**config.mk**
```make
export PLATFORM = sky130hd
export DESIGN_NAME = visca_ip_command_framer_core
export DESIGN_NICKNAME = d
export VERILOG_FILES = /design/src/hdl/vicf_pkg.sv /design/src/hdl/vicf_front.sv /design/src/hdl/vicf_cmd_fifo.sv /design/src/hdl/vicf_back.sv /design/src/hdl/visca_ip_command_framer_core.sv
export SDC_FILE = /design/constraint.sdc
export NUM_CORES = 1
export LEC_CHECK = 0
export BUFFER_PORTS_ARGS = -buffer_cell sky130_fd_sc_hd__buf_2
export CAP_MARGIN = 40
export CORE_ASPECT_RATIO = 0.9
export CORE_MARGIN = 2
export CORE_UTILIZATION = 40
export DETAILED_ROUTE_END_ITERATION = 10
export GPL_TIMING_DRIVEN = 0
export SLEW_MARGIN = 20
export SYNTH_ARGS = -nofsm -noshare
export SYNTH_HDL_FRONTEND = slang
export SYNTH_SLANG_ARGS = --single-unit
```
**constraint.sdc**
```tcl
create_clock -name clock -period 22.3 [get_ports clock]
set_input_delay 3.345 -clock clock [delete_from_list [all_inputs] [get_ports clock]]
set_output_delay 3.345 -clock clock [all_outputs]
set_load 0.01 [all_outputs]
```
**src/hdl/vicf_pkg.sv**
```systemverilog
// ----------------------------------------------------------------------------
// vicf_pkg
// Shared types and constants of the VISCA-over-IP command framer.
// ----------------------------------------------------------------------------
`default_nettype none

package vicf_pkg;

   // operation codes on the request channel
   localparam logic [1:0] OP_APPLY = 2'd0;
   localparam logic [1:0] OP_HOME  = 2'd1;
   localparam logic [1:0] OP_STOP  = 2'd2;

   // configuration register indexes
   localparam logic [1:0] CSR_LINK_ENABLE = 2'd0;
   localparam logic [1:0] CSR_PAN_SPEED   = 2'd1;
   localparam logic [1:0] CSR_TILT_SPEED  = 2'd2;

   localparam int CSR_DATA_W = 5;

   // clamp limits, tenths of a degree
   localparam logic signed [11:0] PAN_MAX  = 12'sd1700;
   localparam logic signed [11:0] PAN_MIN  = -12'sd1700;
   localparam logic signed [10:0] TILT_MAX = 11'sd900;
   localparam logic signed [10:0] TILT_MIN = -11'sd300;
   localparam logic [16:0]        ZOOM_MAX = 17'd65536;

   // position = floor((t*144 + 50) / 100), biased to stay non-negative
   localparam logic signed [20:0] ANGLE_GAIN = 21'sd144;
   localparam logic signed [20:0] ANGLE_BIAS = 21'sd300050;
   localparam logic [20:0]        RECIP_100  = 21'd1342178; // ceil(2^27 / 100)
   localparam int                 RECIP_SHIFT = 27;
   localparam logic [15:0]        POS_OFFSET = 16'd3000;

   // speed ranges
   localparam logic [4:0] PAN_SPEED_MAX  = 5'd24;
   localparam logic [4:0] TILT_SPEED_MAX = 5'd20;
   localparam logic [4:0] SPEED_MIN      = 5'd1;

   // datagram bytes
   localparam logic [7:0] HDR_TYPE_HI   = 8'h01;
   localparam logic [7:0] HDR_TYPE_LO   = 8'h00;
   localparam logic [7:0] VISCA_ADDR    = 8'h81;
   localparam logic [7:0] VISCA_COMMAND = 8'h01;
   localparam logic [7:0] CAT_PAN_TILT  = 8'h06;
   localparam logic [7:0] CAT_CAMERA    = 8'h04;
   localparam logic [7:0] CMD_ABS_POS   = 8'h02;
   localparam logic [7:0] CMD_HOME_POS  = 8'h04;
   localparam logic [7:0] CMD_DRIVE     = 8'h01;
   localparam logic [7:0] CMD_ZOOM_DIR  = 8'h47;
   localparam logic [7:0] DRIVE_HOLD    = 8'h03;
   localparam logic [7:0] VISCA_TERM    = 8'hff;

   localparam int HDR_LEN = 8;
   localparam logic [4:0] LEN_PANTILT = 5'd15;
   localparam logic [4:0] LEN_ZOOM    = 5'd9;
   localparam logic [4:0] LEN_HOME    = 5'd5;
   localparam logic [4:0] LEN_STOP    = 5'd9;

   typedef enum logic [1:0] {
      CMD_APPLY,
      CMD_HOME,
      CMD_STOP
   } cmd_kind_type;

   typedef struct packed {
      cmd_kind_type kind;
      logic [15:0]  pan_pos;
      logic [15:0]  tilt_pos;
      logic [14:0]  zoom_pos;
   } cmd_type;

   typedef enum logic [2:0] {
      ST_IDLE,
      ST_PANTILT,
      ST_ZOOM,
      ST_HOME,
      ST_STOP
   } back_state_type;

endpackage

`default_nettype wire

```
**src/hdl/vicf_front.sv**
```systemverilog
// ----------------------------------------------------------------------------
// vicf_front
// Accepts requests, drops those that emit nothing, clamps the angles and
// zoom and converts them to VISCA positions, scaling before its register, dividing after.
// ----------------------------------------------------------------------------
`default_nettype none

module vicf_front (
   input  wire logic                clock,
   input  wire logic                reset,
   input  wire logic                link_enable,
   input  wire logic                req_valid,
   output      logic                req_ready,
   input  wire logic [1:0]          req_operation,
   input  wire logic                req_send_request,
   input  wire logic signed [11:0]  req_pan_angle,
   input  wire logic signed [10:0]  req_tilt_angle,
   input  wire logic [16:0]         req_zoom_level,
   output      logic                cmd_valid,
   input  wire logic                cmd_ready,
   output      vicf_pkg::cmd_type   cmd_data
);

   logic                   a_valid_ff, a_valid_in;
   vicf_pkg::cmd_kind_type a_kind_ff, kind;
   logic [19:0]            a_vpan_ff, a_vtilt_ff;
   logic [14:0]            a_zoom_ff;

   logic                   wanted, load;
   logic signed [11:0]     pan_c;
   logic signed [10:0]     tilt_c;
   logic [16:0]            zoom_c;
   logic [17:0]            zoom_round;
   logic signed [20:0]     vpan, vtilt;
   logic [40:0]            pan_prod, tilt_prod;

   always_comb begin
      wanted = 1'b0;
      kind   = vicf_pkg::CMD_APPLY;
      unique case (req_operation)
         vicf_pkg::OP_APPLY: begin
            wanted = req_send_request;
            kind   = vicf_pkg::CMD_APPLY;
         end
         vicf_pkg::OP_HOME: begin
            wanted = 1'b1;
            kind   = vicf_pkg::CMD_HOME;
         end
         vicf_pkg::OP_STOP: begin
            wanted = 1'b1;
            kind   = vicf_pkg::CMD_STOP;
         end
         default: begin
            wanted = 1'b0;
            kind   = vicf_pkg::CMD_APPLY;
         end
      endcase
   end

   assign req_ready = !a_valid_ff || cmd_ready;
   assign load      = req_valid && req_ready && link_enable && wanted;

   always_comb begin
      if (req_pan_angle > vicf_pkg::PAN_MAX) begin
         pan_c = vicf_pkg::PAN_MAX;
      end else if (req_pan_angle < vicf_pkg::PAN_MIN) begin
         pan_c = vicf_pkg::PAN_MIN;
      end else begin
         pan_c = req_pan_angle;
      end
      if (req_tilt_angle > vicf_pkg::TILT_MAX) begin
         tilt_c = vicf_pkg::TILT_MAX;
      end else if (req_tilt_angle < vicf_pkg::TILT_MIN) begin
         tilt_c = vicf_pkg::TILT_MIN;
      end else begin
         tilt_c = req_tilt_angle;
      end
      zoom_c = (req_zoom_level > vicf_pkg::ZOOM_MAX) ? vicf_pkg::ZOOM_MAX : req_zoom_level;
   end

   assign vpan       = 21'(pan_c) * vicf_pkg::ANGLE_GAIN + vicf_pkg::ANGLE_BIAS;
   assign vtilt      = 21'(tilt_c) * vicf_pkg::ANGLE_GAIN + vicf_pkg::ANGLE_BIAS;
   assign zoom_round = {1'b0, zoom_c} + 18'd2;

   assign a_valid_in = load ? 1'b1 : (cmd_ready ? 1'b0 : a_valid_ff);

   always_ff @(posedge clock) begin
      if (reset) begin
         a_valid_ff <= 1'b0;
      end else begin
         a_valid_ff <= a_valid_in;
      end
   end

   always_ff @(posedge clock) begin
      if (load) begin
         a_kind_ff  <= kind;
         a_vpan_ff  <= vpan[19:0];
         a_vtilt_ff <= vtilt[19:0];
         a_zoom_ff  <= zoom_round[16:2];
      end
   end

   // divide by 100 through the reciprocal, exact over the biased range
   assign pan_prod  = 41'(a_vpan_ff) * 41'(vicf_pkg::RECIP_100);
   assign tilt_prod = 41'(a_vtilt_ff) * 41'(vicf_pkg::RECIP_100);

   assign cmd_valid         = a_valid_ff;
   assign cmd_data.kind     = a_kind_ff;
   assign cmd_data.pan_pos  = {2'b00, pan_prod[40:vicf_pkg::RECIP_SHIFT]}
                              - vicf_pkg::POS_OFFSET;
   assign cmd_data.tilt_pos = {2'b00, tilt_prod[40:vicf_pkg::RECIP_SHIFT]}
                              - vicf_pkg::POS_OFFSET;
   assign cmd_data.zoom_pos = a_zoom_ff;

endmodule

`default_nettype wire

```
**src/hdl/vicf_cmd_fifo.sv**
```systemverilog
// ----------------------------------------------------------------------------
// vicf_cmd_fifo
// Small command queue between the front and the byte sequencer.
// ----------------------------------------------------------------------------
`default_nettype none

module vicf_cmd_fifo #(
   parameter int DEPTH = 4
) (
   input  wire logic              clock,
   input  wire logic              reset,
   input  wire logic              push_valid,
   output      logic              push_ready,
   input  wire vicf_pkg::cmd_type push_data,
   output      logic              pop_valid,
   input  wire logic              pop,
   output      vicf_pkg::cmd_type pop_data
);

   localparam int PTR_W = (DEPTH > 1) ? $clog2(DEPTH) : 1;
   localparam int CNT_W = $clog2(DEPTH + 1);

   vicf_pkg::cmd_type    entry_ff [DEPTH];
   logic [PTR_W-1:0]     wr_ptr_ff, wr_ptr_in, rd_ptr_ff, rd_ptr_in;
   logic [CNT_W-1:0]     count_ff, count_in;
   logic                 do_push, do_pop;

   assign push_ready = count_ff != CNT_W'(DEPTH);
   assign pop_valid  = count_ff != '0;
   assign do_push    = push_valid && push_ready;
   assign do_pop     = pop && pop_valid;
   assign pop_data   = entry_ff[rd_ptr_ff];

   always_comb begin
      wr_ptr_in = wr_ptr_ff;
      rd_ptr_in = rd_ptr_ff;
      count_in  = count_ff;
      if (do_push) begin
         wr_ptr_in = (wr_ptr_ff == PTR_W'(DEPTH - 1)) ? '0 : wr_ptr_ff + 1'b1;
      end
      if (do_pop) begin
         rd_ptr_in = (rd_ptr_ff == PTR_W'(DEPTH - 1)) ? '0 : rd_ptr_ff + 1'b1;
      end
      if (do_push && !do_pop) begin
         count_in = count_ff + 1'b1;
      end else if (do_pop && !do_push) begin
         count_in = count_ff - 1'b1;
      end
   end

   always_ff @(posedge clock) begin
      if (reset) begin
         wr_ptr_ff <= '0;
         rd_ptr_ff <= '0;
         count_ff  <= '0;
      end else begin
         wr_ptr_ff <= wr_ptr_in;
         rd_ptr_ff <= rd_ptr_in;
         count_ff  <= count_in;
      end
   end

   always_ff @(posedge clock) begin
      if (do_push) begin
         entry_ff[wr_ptr_ff] <= push_data;
      end
   end

endmodule

`default_nettype wire

```
**src/hdl/vicf_back.sv**
```systemverilog
// ----------------------------------------------------------------------------
// vicf_back
// Byte sequencer: walks each queued command through its datagrams, one byte
// per cycle while the rsp side does not stall, and keeps the sequence number.
// ----------------------------------------------------------------------------
`default_nettype none

module vicf_back (
   input  wire logic              clock,
   input  wire logic              reset,
   input  wire logic [4:0]        pan_speed,
   input  wire logic [4:0]        tilt_speed,
   input  wire logic              cmd_valid,
   output      logic              cmd_pop,
   input  wire vicf_pkg::cmd_type cmd_data,
   output      logic              rsp_valid,
   input  wire logic              rsp_ready,
   output      logic [7:0]        rsp_packet_byte,
   output      logic              rsp_packet_end,
   output      logic              rsp_last
);

   vicf_pkg::back_state_type state_ff, state_in, start_state;
   vicf_pkg::cmd_type        cur_ff;
   logic [4:0]               idx_ff, idx_in;
   logic [31:0]              seq_ff, seq_in;
   logic                     out_valid_ff, out_valid_in;
   logic [7:0]               out_byte_ff;
   logic                     out_end_ff, out_last_ff;

   logic                     advance, emitting;
   logic [4:0]               pkt_len, ps, ts;
   logic [3:0]               pidx;
   logic [7:0]               gen_byte, payload;
   logic                     gen_end, gen_last;

   assign advance  = !out_valid_ff || rsp_ready;
   assign emitting = (state_ff != vicf_pkg::ST_IDLE) && advance;

   always_comb begin
      unique case (cmd_data.kind)
         vicf_pkg::CMD_APPLY: start_state = vicf_pkg::ST_PANTILT;
         vicf_pkg::CMD_HOME:  start_state = vicf_pkg::ST_HOME;
         vicf_pkg::CMD_STOP:  start_state = vicf_pkg::ST_STOP;
         default:             start_state = vicf_pkg::ST_IDLE;
      endcase
   end

   // next state
   always_comb begin
      state_in = state_ff;
      cmd_pop  = 1'b0;
      unique case (state_ff)
         vicf_pkg::ST_IDLE: begin
            if (cmd_valid) begin
               cmd_pop  = 1'b1;
               state_in = start_state;
            end
         end
         vicf_pkg::ST_PANTILT: begin
            if (advance && gen_end) begin
               state_in = vicf_pkg::ST_ZOOM;
            end
         end
         vicf_pkg::ST_ZOOM, vicf_pkg::ST_HOME, vicf_pkg::ST_STOP: begin
            if (advance && gen_end) begin
               if (cmd_valid) begin
                  cmd_pop  = 1'b1;
                  state_in = start_state;
               end else begin
                  state_in = vicf_pkg::ST_IDLE;
               end
            end
         end
         default: state_in = vicf_pkg::ST_IDLE;
      endcase
   end

   // outputs: byte of the current datagram
   always_comb begin
      ps = (pan_speed < vicf_pkg::SPEED_MIN) ? vicf_pkg::SPEED_MIN :
           ((pan_speed > vicf_pkg::PAN_SPEED_MAX) ? vicf_pkg::PAN_SPEED_MAX : pan_speed);
      ts = (tilt_speed < vicf_pkg::SPEED_MIN) ? vicf_pkg::SPEED_MIN :
           ((tilt_speed > vicf_pkg::TILT_SPEED_MAX) ? vicf_pkg::TILT_SPEED_MAX : tilt_speed);
      pidx    = 4'(idx_ff - 5'(vicf_pkg::HDR_LEN));
      pkt_len = '0;
      payload = vicf_pkg::VISCA_TERM;
      unique case (state_ff)
         vicf_pkg::ST_PANTILT: begin
            pkt_len = vicf_pkg::LEN_PANTILT;
            unique case (pidx)
               4'd0:    payload = vicf_pkg::VISCA_ADDR;
               4'd1:    payload = vicf_pkg::VISCA_COMMAND;
               4'd2:    payload = vicf_pkg::CAT_PAN_TILT;
               4'd3:    payload = vicf_pkg::CMD_ABS_POS;
               4'd4:    payload = {3'b000, ps};
               4'd5:    payload = {3'b000, ts};
               4'd6:    payload = {4'h0, cur_ff.pan_pos[15:12]};
               4'd7:    payload = {4'h0, cur_ff.pan_pos[11:8]};
               4'd8:    payload = {4'h0, cur_ff.pan_pos[7:4]};
               4'd9:    payload = {4'h0, cur_ff.pan_pos[3:0]};
               4'd10:   payload = {4'h0, cur_ff.tilt_pos[15:12]};
               4'd11:   payload = {4'h0, cur_ff.tilt_pos[11:8]};
               4'd12:   payload = {4'h0, cur_ff.tilt_pos[7:4]};
               4'd13:   payload = {4'h0, cur_ff.tilt_pos[3:0]};
               default: payload = vicf_pkg::VISCA_TERM;
            endcase
         end
         vicf_pkg::ST_ZOOM: begin
            pkt_len = vicf_pkg::LEN_ZOOM;
            unique case (pidx)
               4'd0:    payload = vicf_pkg::VISCA_ADDR;
               4'd1:    payload = vicf_pkg::VISCA_COMMAND;
               4'd2:    payload = vicf_pkg::CAT_CAMERA;
               4'd3:    payload = vicf_pkg::CMD_ZOOM_DIR;
               4'd4:    payload = {5'h00, cur_ff.zoom_pos[14:12]};
               4'd5:    payload = {4'h0, cur_ff.zoom_pos[11:8]};
               4'd6:    payload = {4'h0, cur_ff.zoom_pos[7:4]};
               4'd7:    payload = {4'h0, cur_ff.zoom_pos[3:0]};
               default: payload = vicf_pkg::VISCA_TERM;
            endcase
         end
         vicf_pkg::ST_HOME: begin
            pkt_len = vicf_pkg::LEN_HOME;
            unique case (pidx)
               4'd0:    payload = vicf_pkg::VISCA_ADDR;
               4'd1:    payload = vicf_pkg::VISCA_COMMAND;
               4'd2:    payload = vicf_pkg::CAT_PAN_TILT;
               4'd3:    payload = vicf_pkg::CMD_HOME_POS;
               default: payload = vicf_pkg::VISCA_TERM;
            endcase
         end
         vicf_pkg::ST_STOP: begin
            pkt_len = vicf_pkg::LEN_STOP;
            unique case (pidx)
               4'd0:       payload = vicf_pkg::VISCA_ADDR;
               4'd1:       payload = vicf_pkg::VISCA_COMMAND;
               4'd2:       payload = vicf_pkg::CAT_PAN_TILT;
               4'd3:       payload = vicf_pkg::CMD_DRIVE;
               4'd4, 4'd5: payload = 8'h00;
               4'd6, 4'd7: payload = vicf_pkg::DRIVE_HOLD;
               default:    payload = vicf_pkg::VISCA_TERM;
            endcase
         end
         default: begin
            pkt_len = '0;
            payload = vicf_pkg::VISCA_TERM;
         end
      endcase

      if (idx_ff < 5'(vicf_pkg::HDR_LEN)) begin
         unique case (idx_ff[2:0])
            3'd0:    gen_byte = vicf_pkg::HDR_TYPE_HI;
            3'd1:    gen_byte = vicf_pkg::HDR_TYPE_LO;
            3'd2:    gen_byte = 8'h00;
            3'd3:    gen_byte = {3'b000, pkt_len};
            3'd4:    gen_byte = seq_ff[31:24];
            3'd5:    gen_byte = seq_ff[23:16];
            3'd6:    gen_byte = seq_ff[15:8];
            default: gen_byte = seq_ff[7:0];
         endcase
      end else begin
         gen_byte = payload;
      end

      gen_end  = (state_ff != vicf_pkg::ST_IDLE)
                 && (idx_ff == pkt_len + 5'(vicf_pkg::HDR_LEN - 1));
      gen_last = gen_end && (state_ff != vicf_pkg::ST_PANTILT);
   end

   always_comb begin
      idx_in       = idx_ff;
      seq_in       = seq_ff;
      out_valid_in = out_valid_ff;
      if (emitting) begin
         idx_in = gen_end ? '0 : idx_ff + 1'b1;
         seq_in = gen_end ? seq_ff + 1'b1 : seq_ff;
      end
      if (advance) begin
         out_valid_in = state_ff != vicf_pkg::ST_IDLE;
      end
   end

   always_ff @(posedge clock) begin
      if (reset) begin
         state_ff     <= vicf_pkg::ST_IDLE;
         idx_ff       <= '0;
         seq_ff       <= '0;
         out_valid_ff <= 1'b0;
      end else begin
         state_ff     <= state_in;
         idx_ff       <= idx_in;
         seq_ff       <= seq_in;
         out_valid_ff <= out_valid_in;
      end
   end

   always_ff @(posedge clock) begin
      if (cmd_pop) begin
         cur_ff <= cmd_data;
      end
      if (emitting) begin
         out_byte_ff <= gen_byte;
         out_end_ff  <= gen_end;
         out_last_ff <= gen_last;
      end
   end

   assign rsp_valid       = out_valid_ff;
   assign rsp_packet_byte = out_byte_ff;
   assign rsp_packet_end  = out_end_ff;
   assign rsp_last        = out_last_ff;

endmodule

`default_nettype wire

```
**src/hdl/visca_ip_command_framer_core.sv**
```systemverilog
// ----------------------------------------------------------------------------
// visca_ip_command_framer_core
// Frames camera commands into VISCA-over-IP datagram byte streams.
// ----------------------------------------------------------------------------
//  channel | ports                                  | transaction
//  --------+----------------------------------------+---------------------------
//  req     | req_valid/ready, operation, send_req,  | one camera command
//          | pan_angle, tilt_angle, zoom_level      |
//  rsp     | rsp_valid/ready, packet_byte,          | one datagram byte
//          | packet_end, last                       |
//  csr     | csr_valid/ready, csr_index, csr_data   | one register write
//
//  Apply position gives 40 bytes, stop 17, home 13; the byte sequencer emits
//  one per cycle unless rsp stalls, after the front register and the queue.
//  Reset clears the sequence number and loads the register defaults.
//  A stalled rsp side holds the output register; the front and queue keep
//  taking up to QUEUE_DEPTH + 1 commands meanwhile.
// ----------------------------------------------------------------------------
`default_nettype none

module visca_ip_command_framer_core #(
   parameter int QUEUE_DEPTH = 4
) (
   input  wire logic                clock,
   input  wire logic                reset,
   input  wire logic                req_valid,
   output      logic                req_ready,
   input  wire logic [1:0]          req_operation,
   input  wire logic                req_send_request,
   input  wire logic signed [11:0]  req_pan_angle,
   input  wire logic signed [10:0]  req_tilt_angle,
   input  wire logic [16:0]         req_zoom_level,
   output      logic                rsp_valid,
   input  wire logic                rsp_ready,
   output      logic [7:0]          rsp_packet_byte,
   output      logic                rsp_packet_end,
   output      logic                rsp_last,
   input  wire logic                csr_valid,
   output      logic                csr_ready,
   input  wire logic [1:0]          csr_index,
   input  wire logic [vicf_pkg::CSR_DATA_W-1:0] csr_data
);

   logic              link_enable_ff;
   logic [4:0]        pan_speed_ff, tilt_speed_ff;
   logic              csr_write;

   logic              fr_valid, fr_ready;
   vicf_pkg::cmd_type fr_data;
   logic              q_valid, q_pop;
   vicf_pkg::cmd_type q_data;

   assign csr_ready = 1'b1;
   assign csr_write = csr_valid && csr_ready;

   always_ff @(posedge clock) begin
      if (reset) begin
         link_enable_ff <= 1'b0;
         pan_speed_ff   <= 5'd1;
         tilt_speed_ff  <= 5'd1;
      end else if (csr_write) begin
         unique case (csr_index)
            vicf_pkg::CSR_LINK_ENABLE: link_enable_ff <= csr_data[0];
            vicf_pkg::CSR_PAN_SPEED:   pan_speed_ff   <= csr_data[4:0];
            vicf_pkg::CSR_TILT_SPEED:  tilt_speed_ff  <= csr_data[4:0];
            default: ;
         endcase
      end
   end

   vicf_front u_front (
      .clock            (clock),
      .reset            (reset),
      .link_enable      (link_enable_ff),
      .req_valid        (req_valid),
      .req_ready        (req_ready),
      .req_operation    (req_operation),
      .req_send_request (req_send_request),
      .req_pan_angle    (req_pan_angle),
      .req_tilt_angle   (req_tilt_angle),
      .req_zoom_level   (req_zoom_level),
      .cmd_valid        (fr_valid),
      .cmd_ready        (fr_ready),
      .cmd_data         (fr_data)
   );

   vicf_cmd_fifo #(
      .DEPTH (QUEUE_DEPTH)
   ) u_queue (
      .clock      (clock),
      .reset      (reset),
      .push_valid (fr_valid),
      .push_ready (fr_ready),
      .push_data  (fr_data),
      .pop_valid  (q_valid),
      .pop        (q_pop),
      .pop_data   (q_data)
   );

   vicf_back u_back (
      .clock           (clock),
      .reset           (reset),
      .pan_speed       (pan_speed_ff),
      .tilt_speed      (tilt_speed_ff),
      .cmd_valid       (q_valid),
      .cmd_pop         (q_pop),
      .cmd_data        (q_data),
      .rsp_valid       (rsp_valid),
      .rsp_ready       (rsp_ready),
      .rsp_packet_byte (rsp_packet_byte),
      .rsp_packet_end  (rsp_packet_end),
      .rsp_last        (rsp_last)
   );

endmodule

`default_nettype wire

```
==> results.json, run 1 <==
{
  "status": "finished, final reports clean",
  "grt_max_degree": 43,
  "htree_levels": 2,
  "final_common_cell": "inv_1",
  "post-cts-setup-buffers": 0,
  "setup_viol": 0,
  "synthArstFlopShare_pct": 0,
  "ff2ff_path_depth": 27,
  "drt.antenna.violating_nets": 0,
  "fin_crit_ps": 8204,
  "cts.sinks": 354,
  "dpl.hpwl_um": 51960,
  "cp.required_ps": 22600,
  "root_buffer": "clkbuf_16",
  "ys_ff_latch": 354,
  "clkTransAtPathRegs_ps": 60,
  "holdPathStages": 0,
  "tightest_slew_ps": 776.0,
  "worstReg2RegStart": "u_front.a_vtilt_ff[14]",
  "synth_area_per_cell_um2": 11.07,
  "slowest_stage": "edfxtp_1",
  "ys_types": 91,
  "vias": 19830,
  "grt-ovfl-total": 0,
  "syn_area_um2": 30050,
  "die_area_um2": 77330,
  "hold_buffers": 0,
  "criticalPathCategory": "flip-flop to flip-flop",
  "max_slew_margin_pct": 47.61,
  "drtPass1Iterations": 5,
  "wl_per_cell_um": 16.94,
  "worstSetupStartpoint": "u_front.a_vtilt_ff[14]",
  "mostFrequentLayoutCells": "inv_1, ha_1, edfxtp_1, fa_1, nor2_1",
  "die_w_um": 292.9,
  "cts_tree": "done",
  "core_area_um2": 74530,
  "synth_ff_type": "edfxtp_1",
  "postSynthCellCount": 2713,
  "portBuffers": 65,
  "synthToLayoutAreaGrowth_pct": 10.50,
  "ys_seq_area_share_pct": 33.31,
  "vdd_ir_drop_max_uv": 51.35,
  "grt_pass1_wl_um": 107700,
  "cp_common_cell": "fa_1",
  "grt_pass1_vias": 20810,
  "cellLeakagePower_nw": 14.65,
  "cts_resized": 0,
  "max_stage_delay_ps": 740,
  "hold_class": "flip-flop to flip-flop",
  "rsz0062_at_grt": "false",
  "cts_made_buffers": 39,
  "clkLatencyLatePin_ps": 570,
  "start_util_pct": 40.32,
  "finalMaxSlewViolations": 0,
  "chipHeight_um": 264.0,
  "drive_above_1_share_pct": 8.421,
  "grt_use_total_pct": 17.17,
  "path_max_fanout": 9,
  "layout_worst_path_cycle_share_pct": 36.79,
  "nNetsFinal": 3575,
  "drc": 0,
  "yosysWarningCount": 0,
  "max_freq_mhz": 121.9,
  "setup_tns_ps": 0,
  "fin_skew_ps": 21.70,
  "drt_iter0_markers": 1080,
  "antenna_found_initial": 0,
  "end_kind": "flip-flop",
  "vias_per_cell": 5.175,
  "num_antenna_cells": 0,
  "place_congestion": 0.9073,
  "cap_viol_max_count": 0,
  "power_density_nw_per_um2": 92.60,
  "finalPower_mw": 3.074,
  "syn_nets": 3456,
  "drt-total-wl_um": 64900,
  "row_count": 95,
  "synth_edf_count": 292,
  "ioPinCount": 68,
  "cp_data_arrival_time_ps": 8510,
  "worstSetupStartpointType": "flip-flop",
  "clock_path_buffers": 3,
  "finalHoldViolations": 0,
  "min-delay-start": "u_front.a_zoom_ff[14]"
}
## cells by family after synthesis
group	synth area share (%)
other cells	0.01248
xor+xnor	3.731
flops	33.31
compound gates	8.799
buf+inv	7.008
fa+ha+maj	34.42
simple gates	8.608
mux	4.106
## through the flow
step                      cells  utilization [%]  instance area (um2)  worst slack [ps]  hold WS (ps)
after detailed placement   3760            42.71                31830             14090         478.5
after CTS                  3831            44.53                33190             14080         478.2
after floorplan            2713                -                30050             14820         458.3
after global placement     3748            42.38                31590             13690         470.5
final                      3832            44.55                33200             14100         469.1
after global routing       3832            44.55                33200             13510         515.1
## area by class of cell
type / count / area [um2]
Tap cell: 970 / 1214
Multi-Input combinational cell: 1807 / 17950
Fill cell: 6848 / 41330
Sequential cell: 354 / 10010
Clock inverter: 25 / 337.8
Buffer: 61 / 262.8
Clock buffer: 46 / 1022
Timing Repair Buffer: 78 / 563.0
Inverter: 491 / 1843
## worst paths after layout
check | slack, ps | to
worst min register to register | 470 | u_queue.entry_ff[3][14]
worst min-delay path | 470 | u_queue.entry_ff[3][14]
worst max register to register | 14100 | u_queue.entry_ff[3][26]
worst max-delay path | 14100 | u_queue.entry_ff[3][26]
## cells in the mapped netlist, types with 6 or more instances
master / instances / share of area (%)
mux4_2: 47 / 3.5
o211ai_1: 16 / 0.40
nand4_1: 24 / 0.50
nor2b_1: 12 / 0.25
nand3b_1: 7 / 0.17
a222oi_1: 6 / 0.20
xor2_1: 64 / 1.9
and4_1: 9 / 0.26
ha_1: 457 / 19
a21o_1: 26 / 0.65
nor3_1: 31 / 0.52
o21ai_0: 81 / 1.3
buf_1: 11 / 0.14
nand2b_1: 12 / 0.25
o31ai_1: 9 / 0.22
o21a_1: 11 / 0.27
dfxtp_1: 62 / 4.1
o21bai_1: 6 / 0.15
and2_1: 21 / 0.44
a221oi_1: 7 / 0.20
a211oi_1: 16 / 0.40
clkbuf_1: 37 / 0.46
a31o_2: 6 / 0.17
nand3_1: 56 / 0.93
xnor2_1: 64 / 1.9
edfxtp_1: 292 / 29
a31oi_1: 15 / 0.31
mux2i_1: 13 / 0.43
a21oi_1: 118 / 2.0
and3_1: 21 / 0.44
a22oi_1: 15 / 0.37
nand2_1: 113 / 1.4
buf_2: 8 / 0.13
fa_1: 231 / 15
or3_1: 22 / 0.46
nor2_1: 160 / 2.0
nor4_1: 11 / 0.23
a21boi_0: 8 / 0.20
inv_1: 491 / 6.1
or2_2: 7 / 0.15
## metal layers
layer	global-route usage [%]	part of all wire, %
met1	23.86	48
met2	28.63	46
met3	2.213	4.1
met4	3.867	1.9
met5	0	0
## critical path: cells and delay by family (launching register included)
family                     cells  cell delay, ps
AOI/OAI and AO/OA              6            1150
xor gates and xnor gates       2             600
adders and majority gates      9            3890
buffers and inverters          5             300
DFF                            1             740
and+or+nand+nor                5            1270
## flip-flops by register name, indices dropped and copies added (netlist names), 2 cells and up, named ones only
register,count
u_queue.entry_ff,188
u_back.cur_ff,45
u_back.seq_ff,32
u_front.a_vpan_ff,16
u_front.a_vtilt_ff,16
u_front.a_zoom_ff,15
u_back.rsp_packet_byte,8
pan_speed_ff,5
tilt_speed_ff,5
u_back.idx_ff,5
u_back.state_ff,3
u_queue.count_ff,3
u_front.a_kind_ff,2
u_queue.rd_ptr_ff,2
u_queue.wr_ptr_ff,2
## report_power, final
| group | internal, mW | switching, mW |
|---|---|---|
| logic | 0.550 | 0.885 |
| clock network | 0.403 | 0.269 |
| registers | 0.937 | 0.0304 |
Power figures use the tool's default switching activity.
==> inputs of run 2 (changes only) <==
==> constraint.sdc (replaced) <==
create_clock -name clock -period 7.95 [get_ports clock]
set_input_delay 1.1925 -clock clock [delete_from_list [all_inputs] [get_ports clock]]
set_output_delay 1.1925 -clock clock [all_outputs]
set_load 0.01 [all_outputs]
==> run 2 against run 1 <==
  * Register-to-register slack got worse by 14000 ps
  * Critical endpoint unchanged
  * Largest power group unchanged
  * Power increased to 2.8 times the previous value
  * Combinational power increased to 2.9 times the previous value
  * Core utilization increased by 0.85 points
  * Sequential power increased to 2.8 times the previous value
  * Worst hold slack about the same
  * First-iteration DRC count increased by 9.3%
==> results.json, run 2 (synthesis gave the netlist of run 1 again) <==
{
  "vdd_ir_drop_max_uv": 144.1,
  "portBuffers": 65,
  "wl_per_cell_um": 16.91,
  "grt_max_degree": 43,
  "place_area_um2": 31830,
  "fin_cells": 3897,
  "worstSetupStartpointType": "flip-flop",
  "cap_viol_max_count": 0,
  "whs_ps": 469.6,
  "finalHoldViolations": 0,
  "fill_cells": 6815,
  "cellLeakagePower_nw": 15.01,
  "drt_iter0_markers": 1180,
  "post-place-ws_ps": -264.2,
  "vias_per_cell": 5.153,
  "status": "finished, final reports clean",
  "die_area_um2": 77330,
  "finalPower_mw": 8.738,
  "fin_crit_ps": 7568,
  "nNetsFinal": 3640,
  "dpl.hpwl_um": 51960,
  "hold_class": "flip-flop to flip-flop",
  "clkLatencyLatePin_ps": 560,
  "finalMaxSlewViolations": 0,
  "htree_levels": 2,
  "largest-register": "u_queue.entry_ff",
  "ioPinCount": 68,
  "die_w_um": 292.9,
  "drtPass1Iterations": 5,
  "chipHeight_um": 264.0,
  "path_max_fanout": 7,
  "synthToLayoutAreaGrowth_pct": 12.60,
  "drt.antenna.violating_nets": 0,
  "slowest_stage": "fa_1",
  "cts_made_buffers": 39,
  "num_antenna_cells": 0,
  "max_stage_delay_ps": 560,
  "setup_viol": 0,
  "grt_pass1_vias": 20890,
  "max_freq_mhz": 132.1,
  "power_density_nw_per_um2": 258.3,
  "tightest_slew_ps": 806.2,
  "hold_buffers": 0,
  "grt-ovfl-total": 0,
  "clkTransAtPathRegs_ps": 60,
  "top_regs": "u_queue.entry_ff: 188 flops, u_back.cur_ff: 45 flops, u_back.seq_ff: 32 flops",
  "core_area_um2": 74530,
  "place_congestion": 0.9073,
  "fin_area_um2": 33830,
  "setup_tns_ps": 0,
  "cts.sinks": 354,
  "fin_ws_ps": 381.9,
  "root_buffer": "clkbuf_16",
  "grt_pass1_wl_um": 108100,
  "cts_tree": "done",
  "cp.required_ps": 8230,
  "dp.cells": 3760,
  "mostFrequentLayoutCells": "inv_1, ha_1, edfxtp_1, fa_1, nor2_1",
  "clock_path_buffers": 3,
  "drt-total-wl_um": 65880,
  "utilization_pct": 45.40,
  "fin_skew_ps": 21.33,
  "cp_common_cell": "fa_1",
  "criticalPathCategory": "flip-flop to flip-flop",
  "start_util_pct": 40.32,
  "end_kind": "flip-flop",
  "cp_data_arrival_time_ps": 7850,
  "layout_worst_path_cycle_share_pct": 95.20,
  "vias": 20080,
  "max_slew_margin_pct": 45.57,
  "antenna_found_initial": 0,
  "grt_use_total_pct": 17.24,
  "drive_above_1_share_pct": 11.07,
  "drc": 0,
  "final_common_cell": "inv_1",
  "largest_reg_flops": 188,
  "row_count": 95
}
## run 2: repair_timing
action	in CTS	in global routing
gates resized for setup	3	21
setup buffers	13	53
setup endpoints to repair	12	24
pin swaps	0	6
## run 2: layer usage
metal	part of all wire, %	wire length, um	GRT usage [%]	vias up
li1	-	-	-	9796
met1	48	31470	23.96	9866
met2	47	30960	28.79	346
met3	3.6	2403	2.187	73
met4	1.6	1047	3.867	0
met5	0	0	0	-
## run 2: area by class of cell
type | instances | area [um2] | share of cell area (%)
inverters | 491 | 1843 | 5.448
clock buffers | 46 | 1022 | 3.021
multi-input cells | 1807 | 18090 | 53.47
well taps | 970 | 1214 | 3.587
plain buffers | 60 | 259.0 | 0.7655
repair buffers | 144 | 1059 | 3.129
flip-flops and latches | 354 | 10010 | 29.59
clock inverters | 25 | 337.8 | 0.9985
## run 2: critical path: cells and delay by family (launching register included)
kind,cells,cell delay (ps)
AND/OR/NAND/NOR,5,1120
buffers and inverters,6,480
adder cells (fa/ha/maj),9,3840
flip-flops,1,420
XOR/XNOR,2,300
AO/OA/AOI/OAI,6,1130
## run 2: worst paths after layout
check | start | endpoint | slack [ps] | cells past startpoint
worst min register to register | u_front.a_zoom_ff[14] | u_queue.entry_ff[3][14] | 470 | 0
worst min-delay path | u_front.a_zoom_ff[14] | u_queue.entry_ff[3][14] | 470 | 0
worst max register to register | u_front.a_vtilt_ff[9] | u_queue.entry_ff[3][26] | 380 | 28
worst max-delay path | u_front.a_vtilt_ff[9] | u_queue.entry_ff[3][26] | 380 | 28
## run 2: power breakdown
part	switching [mW]	internal (mW)	leakage, nW
logic	2.55	1.60	11.2
registers	0.0805	2.63	3.16
clock network	0.756	1.13	0.655
==> inputs of run 3 (changes only) <==
--- a/config.mk
+++ b/config.mk
@@ -6,10 +6,11 @@
 export NUM_CORES = 1
 export LEC_CHECK = 0
 export BUFFER_PORTS_ARGS = -buffer_cell sky130_fd_sc_hd__buf_2
-export CAP_MARGIN = 40
+export CAP_MARGIN = 20
 export CORE_ASPECT_RATIO = 0.9
 export CORE_MARGIN = 2
 export CORE_UTILIZATION = 40
+export CTS_BUF_LIST = sky130_fd_sc_hd__clkbuf_4
 export DETAILED_ROUTE_END_ITERATION = 10
 export GPL_TIMING_DRIVEN = 0
 export SLEW_MARGIN = 20
==> run 3 against run 2 <==
  * Combinational power hardly changed
  * Critical path depth stayed put
  * Register-to-register slack worse by 110 ps
  * Routed wire length is 1.0% higher
  * Sequential cell count stayed put
  * Worst hold slack better by 18 ps
  * Cell count is 2.3% higher
  * Clock skew is 41 ps higher
  * Critical path type unchanged
==> results.json, run 3 (synthesis gave the netlist of run 1 again) <==
{
  "status": "finished, final reports clean",
  "cp.required_ps": 8440,
  "largest_reg_flops": 188,
  "max_slew_margin_pct": 36.78,
  "worstSetupStartpoint": "u_front.a_vtilt_ff[11]",
  "max_stage_delay_ps": 550,
  "max_freq_mhz": 130.2,
  "cts_made_buffers": 89,
  "worstSetupStartpointType": "flip-flop",
  "mostFrequentLayoutCells": "inv_1, ha_1, edfxtp_1, fa_1, nor2_1",
  "vdd_ir_drop_max_uv": 149.3,
  "finalHoldViolations": 0,
  "grt-ovfl-total": 0,
  "drive_above_1_share_pct": 13.04,
  "portBuffers": 65,
  "r2r_end": "u_queue.entry_ff[0][28]",
  "cts_tree": "done",
  "grt_pass1_wl_um": 108800,
  "clkTransAtPathRegs_ps": 60,
  "dpl.hpwl_um": 51760,
  "cp-endpoint": "u_queue.entry_ff[0][28]",
  "top_regs": "u_queue.entry_ff: 188 flops, u_back.cur_ff: 45 flops, u_back.seq_ff: 32 flops",
  "hold_class": "flip-flop to flip-flop",
  "slowest_stage": "fa_1",
  "clock_path_buffers": 3,
  "fin_skew_ps": 62.26,
  "vias": 20420,
  "ioPinCount": 68,
  "htree_levels": 3,
  "nNetsFinal": 3691,
  "core_area_um2": 74530,
  "criticalPathCategory": "flip-flop to flip-flop",
  "cap_viol_max_count": 0,
  "largest-register": "u_queue.entry_ff",
  "drt.antenna.violating_nets": 0,
  "synthToLayoutAreaGrowth_pct": 11.76,
  "post-place-ws_ps": -227.8,
  "wl_per_cell_um": 16.69,
  "setup_viol": 0,
  "ff2ff_path_depth": 28,
  "place_congestion": 0.9073,
  "chipHeight_um": 264.0,
  "grt_max_degree": 43,
  "fin_crit_ps": 7678,
  "fin_ws_ps": 271.9,
  "finalPower_mw": 8.315,
  "tightest_slew_ps": 948.3,
  "cellLeakagePower_nw": 14.99,
  "vias_per_cell": 5.123,
  "end_kind": "flip-flop",
  "whs_ps": 488.0,
  "cp_data_arrival_time_ps": 8170,
  "drtPass1Iterations": 5,
  "drt_iter0_markers": 1101,
  "die_w_um": 292.9,
  "antenna_found_initial": 2,
  "worstReg2RegStart": "u_front.a_vtilt_ff[11]",
  "layout_worst_path_cycle_share_pct": 96.58,
  "root_buffer": "clkbuf_4",
  "power_density_nw_per_um2": 247.6,
  "r2r_setup_slack_ps": 270,
  "finalMaxSlewViolations": 0,
  "clkLatencyLatePin_ps": 820,
  "row_count": 95,
  "die_area_um2": 77330,
  "cts.sinks": 354,
  "start_util_pct": 40.32,
  "grt_use_total_pct": 17.42,
  "drt-total-wl_um": 66540,
  "drc": 0,
  "grt_pass1_vias": 21310,
  "hold_buffers": 0,
  "fill_cells": 6942,
  "final_common_cell": "inv_1",
  "path_max_fanout": 6
}
[run 3: cell types whose count changed in the layout (fill, tap and decap cells not counted), moves of 5 or more]
| cell | before | now |
|---|---|---|
| buf_6 | 8 | 2 |
| clkinv_1 | 3 | 23 |
| clkbuf_4 | 0 | 117 |
| clkbuf_1 | 41 | 36 |
| buf_4 | 68 | 74 |
| clkbuf_16 | 39 | 0 |
| bufinv_16 | 6 | 1 |
[run 3: how the worst min path moves through the flow]
| stage | startpoint | endpoint | slack [ps] | cells past startpoint |
|---|---|---|---|---|
| detailed placement | u_front.a_zoom_ff[14] | u_queue.entry_ff[1][14] | 480 | 0 |
| global route | u_front.a_zoom_ff[10] | u_queue.entry_ff[0][10] | 520 | 0 |
| global placement | u_front.a_zoom_ff[0] | u_queue.entry_ff[0][0] | 470 | 0 |
| floorplan | u_back.seq_ff[1] | u_back.seq_ff[1] | 460 | 2 |
| finish | u_front.a_zoom_ff[14] | u_queue.entry_ff[1][14] | 490 | 0 |
| CTS | u_front.a_zoom_ff[14] | u_queue.entry_ff[1][14] | 490 | 0 |
[run 3: worst max-delay path: cells and delay by family, from the launching register on]
family	cells	cell delay, ps
xor+xnor	2	350
simple gates	5	1190
fa+ha+maj	9	3570
flops	1	490
compound gates	6	1080
buf+inv	6	650
[run 3: timing repair]
action | in CTS | in global routing
gates resized for setup | 3 | 17
setup endpoints to repair | 12 | 20
pin swaps | 0 | 10
buffers inserted | 30 | 43
[run 3: layer usage]
metal / vias to the layer above / wire length [um] / global-route usage (%)
li1: 9954 / - / -
met1: 9969 / 31600 / 23.97
met2: 421 / 31210 / 28.76
met3: 77 / 2774 / 2.953
met4: 0 / 954 / 4.033
met5: - / 0 / 0
[run 3: layout make-up]
class / count / area [um2] / area share (%)
Multi-Input combinational cell: 1807 / 18080 / 53.84
Sequential cell: 354 / 10010 / 29.81
Inverter: 491 / 1843 / 5.489
Tap cell: 970 / 1214 / 3.614
Timing Repair Buffer: 145 / 1056 / 3.145
Clock buffer: 117 / 878.3 / 2.616
Buffer: 60 / 259.0 / 0.7713
Clock inverter: 39 / 234.0 / 0.6968
Antenna cell: 3 / 7.507 / 0.02236
[run 3: where the power goes]
group	total, mW	internal [mW]	switching (mW)
registers	2.71	2.63	0.0800
logic	4.12	1.59	2.53
clock network	1.49	0.735	0.755
total	8.32	4.95	3.36
[run 3: per-stage QoR]
stage / instances / utilization (%) / TNS (ps) / area [um2]
after global routing: 3986 / 45.06 / -22.14 / 33580
after detailed placement: 3755 / 42.63 / -1789 / 31770
after CTS: 3941 / 44.45 / 0 / 33130
after global placement: 3748 / 42.38 / -940.6 / 31590
final: 3986 / 45.06 / 0 / 33580
after floorplan: 2713 / - / 0 / 30050
